`config.mk`:
```
export PLATFORM = sky130hd
export DESIGN_NAME = iolh_ram
export DESIGN_NICKNAME = d
export VERILOG_FILES = /design/src/hw/rtl/iolh_ram.sv
export SDC_FILE = /design/constraint.sdc
export NUM_CORES = 1
export LEC_CHECK = 0
export BUFFER_PORTS_ARGS = -buffer_cell sky130_fd_sc_hd__buf_2
export CAP_MARGIN = 20
export CORE_MARGIN = 8
export CORE_UTILIZATION = 40
export DETAILED_ROUTE_END_ITERATION = 16
export SKIP_LAST_GASP = 1
export SYNTH_ARGS = -nofsm -noshare
export SYNTH_HDL_FRONTEND = slang
export SYNTH_SLANG_ARGS = --single-unit
```
`constraint.sdc`:
```
create_clock -name clk -period 2.18 [get_ports clk]
set_input_delay 0.109 -clock clk [delete_from_list [all_inputs] [get_ports clk]]
set_output_delay 0.109 -clock clk [all_outputs]
set_load 0.1 [all_outputs]
```
`src/hw/rtl/iolh_ram.sv`:
```
// ----------------------------------------------------------------------------
// iolh_ram: generic simple dual-port RAM
// One write port and one read port, read data registered.
// ----------------------------------------------------------------------------
module iolh_ram #(
    parameter int WIDTH = 8,
    parameter int DEPTH = 16,
    localparam int AW = (DEPTH > 1) ? $clog2(DEPTH) : 1
) (
    input  logic             clk,
    input  logic             we,
    input  logic [AW-1:0]    waddr,
    input  logic [WIDTH-1:0] wdata,
    input  logic [AW-1:0]    raddr,
    output logic [WIDTH-1:0] rdata
);

    logic [WIDTH-1:0] mem [DEPTH];

    always_ff @(posedge clk)
    begin
        if (we)
        begin
            mem[waddr] <= wdata;
        end
        rdata <= mem[raddr];
    end

endmodule

```
==> run metrics, run 1 <==
Seq cells post-synth=136; static leakage=0.00209 uW; Top delay family on crit path=multiplexers; DP HPWL=between 6000 and 7000 um; Tcrit/Tclk final=0.608; Max VDD drop=0.578 mV; post-CTS sizing=0; Pwr Density=around 1000 nW/um2; I/O pins=26; post-synth cell types=19; Die Wd=between 100 and 150 um; Antenna Cells=0; register area share after synthesis=0.778; # port buffers=25; Post-Route WL=slightly below 10000 um; CP max stage cell=mux4_1; All-Layer GR Usage=0.127; Std-Cell Rows=slightly above 40; most common cell after layout, fill and taps aside=edfxtp_1; RR Startpoint=mem[10][2]; RSZ-0062 raised after global routing=no; first-pass GRT wire length=15200 um; Max Root-Sink Buffers=2; M1 WL=around 4200 um; worst setup path startpoint=mem[10][2]; Worst-Skew Late Latency=approximately 0.4 ns; vias in the first global route=2457; Top Layer Used=met4; Fmax=around 760 MHz; Die Y=approximately 130 um; max_slew headroom=0.533; max-cap violation count=0; Synth warnings=0; iteration-0 DRC count of the detailed router=243; Worst setup SP type=register; sw frac=0.210; Final Hold Viols=0; crit path DAT=1.61 ns; Reg power frac=0.483; fraction of layout cells with a size suffix above 1=0.315; HP Start=wdata[5]; setup TNS=0 ns; area growth from synthesis to final layout=19.4%; metal3 WL=between 400 and 500 um; clk slew on worst S/H paths=0.06 ns; H-tree lvl count=4; most frequent cells in the layout=edfxtp_1 (128), buf_2 (25), mux4_2 (18), buf_4 (18), clkbuf_16 (17); dpl cells=435; clock sink count=136; Detailed Routing Iterations Pass 1=4; DR WL/cell=about 21 um; final setup violating endpoints=0; initial core utilization=0.408; post-synthesis cell count=229; CORE AREA=12600 um2; Hold-fix buffers, CTS=0; Internal=4810 uW; fin crit period=1.32 ns; crit-path max FO=1; Synth Area per Inst=22.5 um2; final net count=300; gr ovfl total=0; final setup skew=0.00669 ns; DR WL met2=4880 um; Cell Chain, Critical Path=mux4_1 -> a22oi_1 -> nand2_1; transition time of the tightest slew-check pin=0.699 ns; Post-Syn Area=5150 um2; combinational share of power=0.064; CP peak stage delay=between 0.4 and 0.5 ns; switching pwr=1280 uW; outcome=complete, no violations; initial antenna violation count=0; fin. max-slew vios=0; root buffer cell=clkbuf_16; Post-Syn Nets=247; Final ANT Viol Nets=0; DRC viols=0; Worst Path Required=~2.5 ns; cts bufs inserted=17; largest net degree at the start of global routing=33; GPL Wtd Cong=0.690; kind of critical path=register to register; Post-CTS Setup Bufs=0; vias=2407; clock network power share=0.454; die area=between 15000 and 20000 um2; Worst Path Buf+Inv=0; DR vias/cell=about 5; TritonCTS clock tree=yes; element type at the critical path end=register; Finished Layout Cells=467; Min-Delay Path Class=input port to register
-- metal layers --
metal | vias up | GRT usage
met4 | 0 | 0.0519
met5 | - | 0
li1 | 1080 | -
met2 | 70 | 0.205
met3 | 11 | 0.0370
met1 | 1246 | 0.158
-- worst paths after layout --
kind                            cells past startpoint  slack (ns)        end
worst max-delay path                                3        0.86   rdata[2]
worst min-delay path                                1        0.08  mem[6][5]
worst max register to register                      3        0.86   rdata[2]
worst min register to register                      3        0.67   rdata[3]
-- synthesized netlist by cell type --
| cell type | number | area share |
|---|---|---|
| a22oi_1 | 16 | 0.023 |
| and2_1 | 1 | 0.0012 |
| and2b_1 | 1 | 0.0015 |
| buf_2 | 3 | 0.0029 |
| buf_4 | 1 | 0.0015 |
| buf_6 | 3 | 0.0066 |
| clkdlybuf4s25_2 | 3 | 0.0058 |
| dfxtp_1 | 8 | 0.031 |
| edfxtp_1 | 128 | 0.75 |
| mux4_1 | 14 | 0.071 |
| mux4_2 | 18 | 0.079 |
| nand2_1 | 9 | 0.0066 |
| nand2b_1 | 2 | 0.0024 |
| nand3_1 | 1 | 0.00097 |
| nand3b_1 | 2 | 0.0029 |
| nor2_1 | 13 | 0.0095 |
| nor2b_1 | 1 | 0.0012 |
| nor3_1 | 4 | 0.0039 |
| or3b_2 | 1 | 0.0017 |
-- sequential cells by signal (all words and copies together) (netlist names) --
name / count
rdata: 8
mem: 128
-- logic make-up (layout without fill, tap and decap cells) --
| logic type | count (synthesis) | after routing | share of synthesized area |
|---|---|---|---|
| multiplexers | 32 | 32 | 0.150 |
| AND/OR/NAND/NOR | 35 | 35 | 0.0318 |
| flip-flops | 136 | 136 | 0.778 |
| AO/OA/AOI/OAI | 16 | 16 | 0.0233 |
| buffers and inverters | 10 | 76 | 0.0168 |
-- power by group through the flow --
| stage | Clock [uW] | Sequential, uW | Combinational [uW] |
|---|---|---|---|
| floorplan | 0 | 3120 | 148 |
| global placement | 0 | 2990 | 389 |
| finish | 2760 | 2940 | 388 |
| global route | 2920 | 2950 | 414 |
| CTS | 2810 | 2940 | 395 |
| detailed placement | 0 | 3000 | 395 |
-- final cells by class --
cell class	count	area (um2)
clock buffer	25	526
fill	1047	6470
timing repair buffer	44	280
tap	172	215
sequential	136	4000
multi-input combinational	83	1060
clock inverter	7	65.1
-- metrics by stage --
stage / cell area (um2) / setup WS, ns / hold slack (ns) / utilization / total power (uW)
after detailed placement: 5560 / 0.600 / 0.514 / 0.440 / 3390
after global routing: 6150 / 0.767 / 0.0896 / 0.487 / 6280
after floorplan: 5150 / 0.578 / 0.208 / - / 3270
final: 6150 / 0.856 / 0.0841 / 0.487 / 6090
after CTS: 6150 / 0.849 / 0.0768 / 0.487 / 6140
after global placement: 5560 / 0.582 / 0.495 / 0.440 / 3380
Note: power is estimated with default switching activity, not from simulation.
==> run 2: changes to the inputs <==
==> constraint.sdc (replaced) <==
create_clock -name clk -period 1.2 [get_ports clk]
set_input_delay 0.06 -clock clk [delete_from_list [all_inputs] [get_ports clk]]
set_output_delay 0.06 -clock clk [all_outputs]
set_load 0.1 [all_outputs]
==> run 2 against run 1 <==
Compared with the run above:
- the run now ends with negative setup slack left
- critical endpoint is now rdata[5]
- critical path depth is the same
- total power grew 84%
- largest power group unchanged
- non-clock buffer count grew 5
- combinational power grew 100%
- count of clock-buffer cells in the layout is the same
- setup slack lost 0.94 ns
- register-to-register slack lost 0.94 ns
- global-route usage grew 0.30 points
- clock power grew 83%
- die area is the same
- via count grew 1.5%
==> run metrics, run 2 (synthesis gave the netlist of run 1 again) <==
outcome=finished, violations left; failing checks=negative setup slack; fraction of layout cells with a size suffix above 1=0.407 (+0.0914); DR WL met2=5070 um (+4.0%); static leakage=0.00208 uW (-0.80%); fin crit period=1.29 ns (-0.0372 ns); biggest regs=mem (128), rdata (8); vias in the first global route=2504 (+1.9%); Max Root-Sink Buffers=2 (unchanged); FILL cells=1039 (-0.76%); kind of critical path=register to register; Worst setup SP type=register; clk slew on worst S/H paths=0.06 ns (about the same); vias=2442 (+1.5%); initial core utilization=0.408 (unchanged); area occupied by multi-input gates=1080 um2 (+2.4%); fin. max-slew vios=0 (unchanged); initial antenna violation count=2 (+2); most common cell after layout, fill and taps aside=edfxtp_1; die area=16800 um2 (unchanged); crit path DAT=1.57 ns (-0.04 ns); dpl cells=440 (+1.1%); clock sink count=136 (unchanged); DR WL/cell=21.5 um (+3.4%); final hold slack=0.0371 ns (-0.0470 ns); Min-Delay Path Class=input port to register; Hold-fix buffers, CTS=0 (unchanged); CORE AREA=12600 um2 (unchanged); H-tree lvl count=4 (unchanged); max-cap violation count=0 (unchanged); Fmax=777 MHz (+2.9%); element type at the critical path end=register; Seq. cell area=4000 um2 (unchanged); Post-Route WL=10100 um (+4.5%); final setup violating endpoints=7 (+7); most frequent cells in the layout=edfxtp_1 (128), mux4_2 (30), buf_4 (29), clkbuf_16 (17), buf_2 (17); max reg flops=128 (unchanged); fin worst setup slack=-0.0873 ns (-0.943 ns); I/O pins=26 (unchanged); Final Hold Viols=0 (unchanged); DP HPWL=6370 um (+1.7%); All-Layer GR Usage=0.130 (+0.00304); Worst-Skew Late Latency=0.41 ns (about the same); most flop-heavy register=mem; Die Y=129 um (unchanged); DRC viols=0 (unchanged); Worst Path Required=1.48 ns (-0.98 ns); Final ANT Viol Nets=0 (unchanged); transition time of the tightest slew-check pin=1.03 ns (+0.332 ns); Antenna Cells=0 (unchanged); Pwr Density=1790 nW/um2 (+80%); metal3 WL=486 um (-2.2%); iteration-0 DRC count of the detailed router=246 (+1.2%); TritonCTS clock tree=yes; # port buffers=25 (unchanged); Die Wd=129 um (unchanged); gr ovfl total=0 (unchanged); largest net degree at the start of global routing=23 (-30%); final net count=305 (+1.7%); M1 WL=4480 um (+6.8%); Max VDD drop=1.01 mV (+75%); area growth from synthesis to final layout=21.5%; RSZ-0062 raised after global routing=yes; first-pass GRT wire length=15300 um (+0.91%); Top Layer Used=met5; cts bufs inserted=17 (unchanged); DR vias/cell=5.17 (+0.38%); GPL Wtd Cong=0.694 (+0.55%); root buffer cell=clkbuf_16; crit-path max FO=1 (unchanged); Tcrit/Tclk final=1.07 (+0.465); Std-Cell Rows=41 (unchanged); Detailed Routing Iterations Pass 1=5 (+1); max_slew headroom=0.312 (-0.221); final setup skew=0.0104 ns (+0.00367 ns); Finished Layout Cells=472 (+1.1%); total power=11200 uW (+84%)
run 2: cell count changes in the layout (fill, tap and decap cells not counted), sizes merged:
cell      delta
buf          +5
clkinv       -3
clkinvlp     +2
bufinv       +1
run 2: final timing paths:
check	startpoint	endpoint	slack (ns)	cells past startpoint
worst max-delay path	mem[3][5]	rdata[5]	-0.09	3
worst min-delay path	wdata[1]	mem[7][1]	0.04	1
worst max register to register	mem[3][5]	rdata[5]	-0.09	3
worst min register to register	mem[14][7]	rdata[7]	0.67	3
run 2: power breakdown:
group / switching [uW] / total [uW] / internal (uW)
combinational: 525 / 788 / 264
sequential: 34.2 / 5350 / 5310
clock: 1770 / 5040 / 3270
total: 2330 / 11200 / 8850
run 2: metal layers:
| layer | vias to the layer above | track usage |
|---|---|---|
| met1 | 1290 | 0.159 |
| met3 | 8 | 0.0403 |
| met4 | 4 | 0.0635 |
| met5 | - | 0 |
| met2 | 61 | 0.206 |
| li1 | 1079 | - |
run 2: area by class of cell:
class	instances	area share
Multi-Input combinational cell	83	0.173
Tap cell	172	0.0344
Clock inverter	7	0.0148
Timing Repair Buffer	49	0.0580
Clock buffer	25	0.0792
Sequential cell	136	0.640
run 2: what timing repair did:
item	4_1_cts	5_1_grt
buffers inserted	0	0
setup endpoints to repair	16	8
resized for setup	16	15
pin swaps	3	10
run 2: critical path, cell delays in order, from the launching register on:
cell	delay (ns)
edfxtp_1	0.37
mux4_2	0.49
a22oi_2	0.21
nand2_1	0.10
run 2: per-stage QoR:
step                      utilization  TNS [ns]  setup slack (ns)  cell area [um2]
after global placement          0.446     -5.08            -0.350             5630
after floorplan                     -     -3.90            -0.126             5170
final                           0.495    -0.332           -0.0873             6250
after global routing            0.495    -0.660            -0.107             6250
after CTS                       0.495    -0.524           -0.0925             6250
after detailed placement        0.446     -5.23            -0.320             5630
==> run 3: changes to the inputs <==
--- a/config.mk
+++ b/config.mk
@@ -7,9 +7,12 @@
 export LEC_CHECK = 0
 export BUFFER_PORTS_ARGS = -buffer_cell sky130_fd_sc_hd__buf_2
 export CAP_MARGIN = 20
+export CELL_PAD_IN_SITES_DETAIL_PLACEMENT = 1
+export CELL_PAD_IN_SITES_GLOBAL_PLACEMENT = 1
 export CORE_MARGIN = 8
 export CORE_UTILIZATION = 40
 export DETAILED_ROUTE_END_ITERATION = 16
+export PLACE_DENSITY_LB_ADDON = 0.1
 export SKIP_LAST_GASP = 1
 export SYNTH_ARGS = -nofsm -noshare
 export SYNTH_HDL_FRONTEND = slang
==> run 3 against run 2 <==
Compared with the run above:
- the flow still finishes with violations (negative setup slack)
- register-to-register slack barely moved
- global-route usage rose by 0.72 points
- setup slack improved by 0.012 ns
- cell count rose by 2.5%
- critical path depth unchanged
- combinational power increased by 4.1%
- sequential cell count is the same
- sequential power about the same
- highest routed layer is now met4
==> run metrics, run 3 (synthesis gave the netlist of run 1 again) <==
outcome=finished, violations left; failing checks=negative setup slack; final setup violating endpoints=7 (unchanged); Tcrit/Tclk final=1.06 (-0.00985); root buffer cell=clkbuf_16; area growth from synthesis to final layout=22.2%; total power=10700 uW (-4.3%); largest net degree at the start of global routing=22 (-4.3%); first-pass GRT wire length=16000 um (+4.6%); max reg flops=128 (unchanged); most frequent cells in the layout=edfxtp_1 (128), buf_4 (39), mux4_2 (31), clkbuf_16 (17), buf_2 (17); fin worst setup slack=-0.0754 ns (+0.0118 ns); H-tree lvl count=4 (unchanged); max-cap violation count=0 (unchanged); crit path DAT=1.56 ns (about the same); crit-path max FO=1 (unchanged); DP HPWL=7000 um (+9.9%); Final Hold Viols=0 (unchanged); fraction of layout cells with a size suffix above 1=0.413 (+0.00679); Antenna Cells=0 (unchanged); final net count=317 (+3.9%); transition time of the tightest slew-check pin=0.913 ns (-0.117 ns); Final ANT Viol Nets=0 (unchanged); initial antenna violation count=0 (-2); Detailed Routing Iterations Pass 1=4 (-1); die area=16800 um2 (unchanged); final setup skew=0.00628 ns (-0.00408 ns); vias in the first global route=2685 (+7.2%); Seq. cell area=4000 um2 (unchanged); Pwr Density=1700 nW/um2 (-4.9%); FILL cells=1182 (+14%); final hold slack=0.0385 ns (+0.00143 ns); Max Root-Sink Buffers=2 (unchanged); WHS Path Cells=1 (unchanged); DRC viols=0 (unchanged); Post-Route WL=10500 um (+3.6%); I/O pins=26 (unchanged); clk slew on worst S/H paths=0.05 ns (about the same); # port buffers=25 (unchanged); fin crit period=1.28 ns (-0.0118 ns); max_slew headroom=0.390 (+0.0781); GPL Wtd Cong=0.770 (+11%); Worst Path Required=1.48 ns (about the same); All-Layer GR Usage=0.137 (+0.00722); most flop-heavy register=mem; Fmax=784 MHz (+0.93%); DR WL/cell=21.7 um (+1.0%); gr ovfl total=0 (unchanged); iteration-0 DRC count of the detailed router=107 (-57%); Max VDD drop=0.756 mV (-25%); area occupied by multi-input gates=1070 um2 (-1.3%); initial core utilization=0.408 (unchanged); Post-DP Area=5750 um2 (+2.1%); element type at the critical path end=register; CORE AREA=12600 um2 (unchanged); Die Y=129 um (unchanged); Worst setup SP type=register; Std-Cell Rows=41 (unchanged); DR vias/cell=4.98 (-3.7%); static leakage=0.00212 uW (+2.2%); TritonCTS clock tree=yes; Setup WS pre-CTS=-0.344 ns (-0.0234 ns); Hold-fix buffers, CTS=0 (unchanged); most common cell after layout, fill and taps aside=edfxtp_1; kind of critical path=register to register; Worst-Skew Late Latency=0.41 ns (about the same); fin. max-slew vios=0 (unchanged); cts bufs inserted=17 (unchanged); vias=2411 (-1.3%); RSZ-0062 raised after global routing=yes; biggest regs=mem (128), rdata (8); Reg2Reg Depth=3 (unchanged); Min-Delay Path Class=input port to register; Die Wd=129 um (unchanged); clock sink count=136 (unchanged); design area=6290 um2 (+0.62%)
-- run 3: cell types whose count changed in the layout (fill, tap and decap cells not counted), sizes merged --
cell      previous run  this run
buf                 49        61
bufinv               2         0
clkbuf              25        29
clkinv               2         3
clkinvlp             3         0
-- run 3: critical path: stages, from the launching register on --
cell      delay (ns)
edfxtp_1        0.36
mux4_2          0.49
a22oi_2         0.21
nand2_1         0.10
-- run 3: per-stage QoR --
stage | util | TNS [ns] | cells
after global routing | 0.499 | -0.713 | 484
after detailed placement | 0.456 | -7.76 | 452
after floorplan | - | -3.90 | 229
after global placement | 0.456 | -6.71 | 452
after CTS | 0.499 | -0.352 | 484
final | 0.499 | -0.338 | 484
-- run 3: area by class of cell --
cell class | count | area share
Multi-Input combinational cell | 83 | 0.170
Timing Repair Buffer | 61 | 0.0760
Clock buffer | 29 | 0.0811
Tap cell | 172 | 0.0342
Clock inverter | 3 | 0.00239
Sequential cell | 136 | 0.636
-- run 3: final timing paths --
kind / slack, ns / end / from
setup / recovery: -0.08 / rdata[4] / mem[3][4]
hold / removal: 0.04 / mem[4][0] / wdata[0]
setup reg to reg: -0.08 / rdata[4] / mem[3][4]
hold reg to reg: 0.67 / rdata[0] / mem[15][0]
-- run 3: power breakdown --
group | internal (uW) | total [uW] | switching (uW)
Clock | 2850 | 4530 | 1680
Combinational | 285 | 820 | 535
Sequential | 5320 | 5350 | 35.4
Total | 8450 | 10700 | 2250
-- run 3: timing repair --
action,CTS,global route
pin swaps,12,0
gates cloned,0,0
resized for setup,29,0
endpoints found under the setup margin,15,8
setup buffers,0,0
-- run 3: per-layer routing --
layer  share of wire  GRT usage  vias to the layer above
met2            0.47      0.208                       50
met1            0.47      0.178                     1249
met5               0          0                        -
met4           0.015     0.0697                        0
met3           0.042     0.0382                        9
li1                -          -                     1103
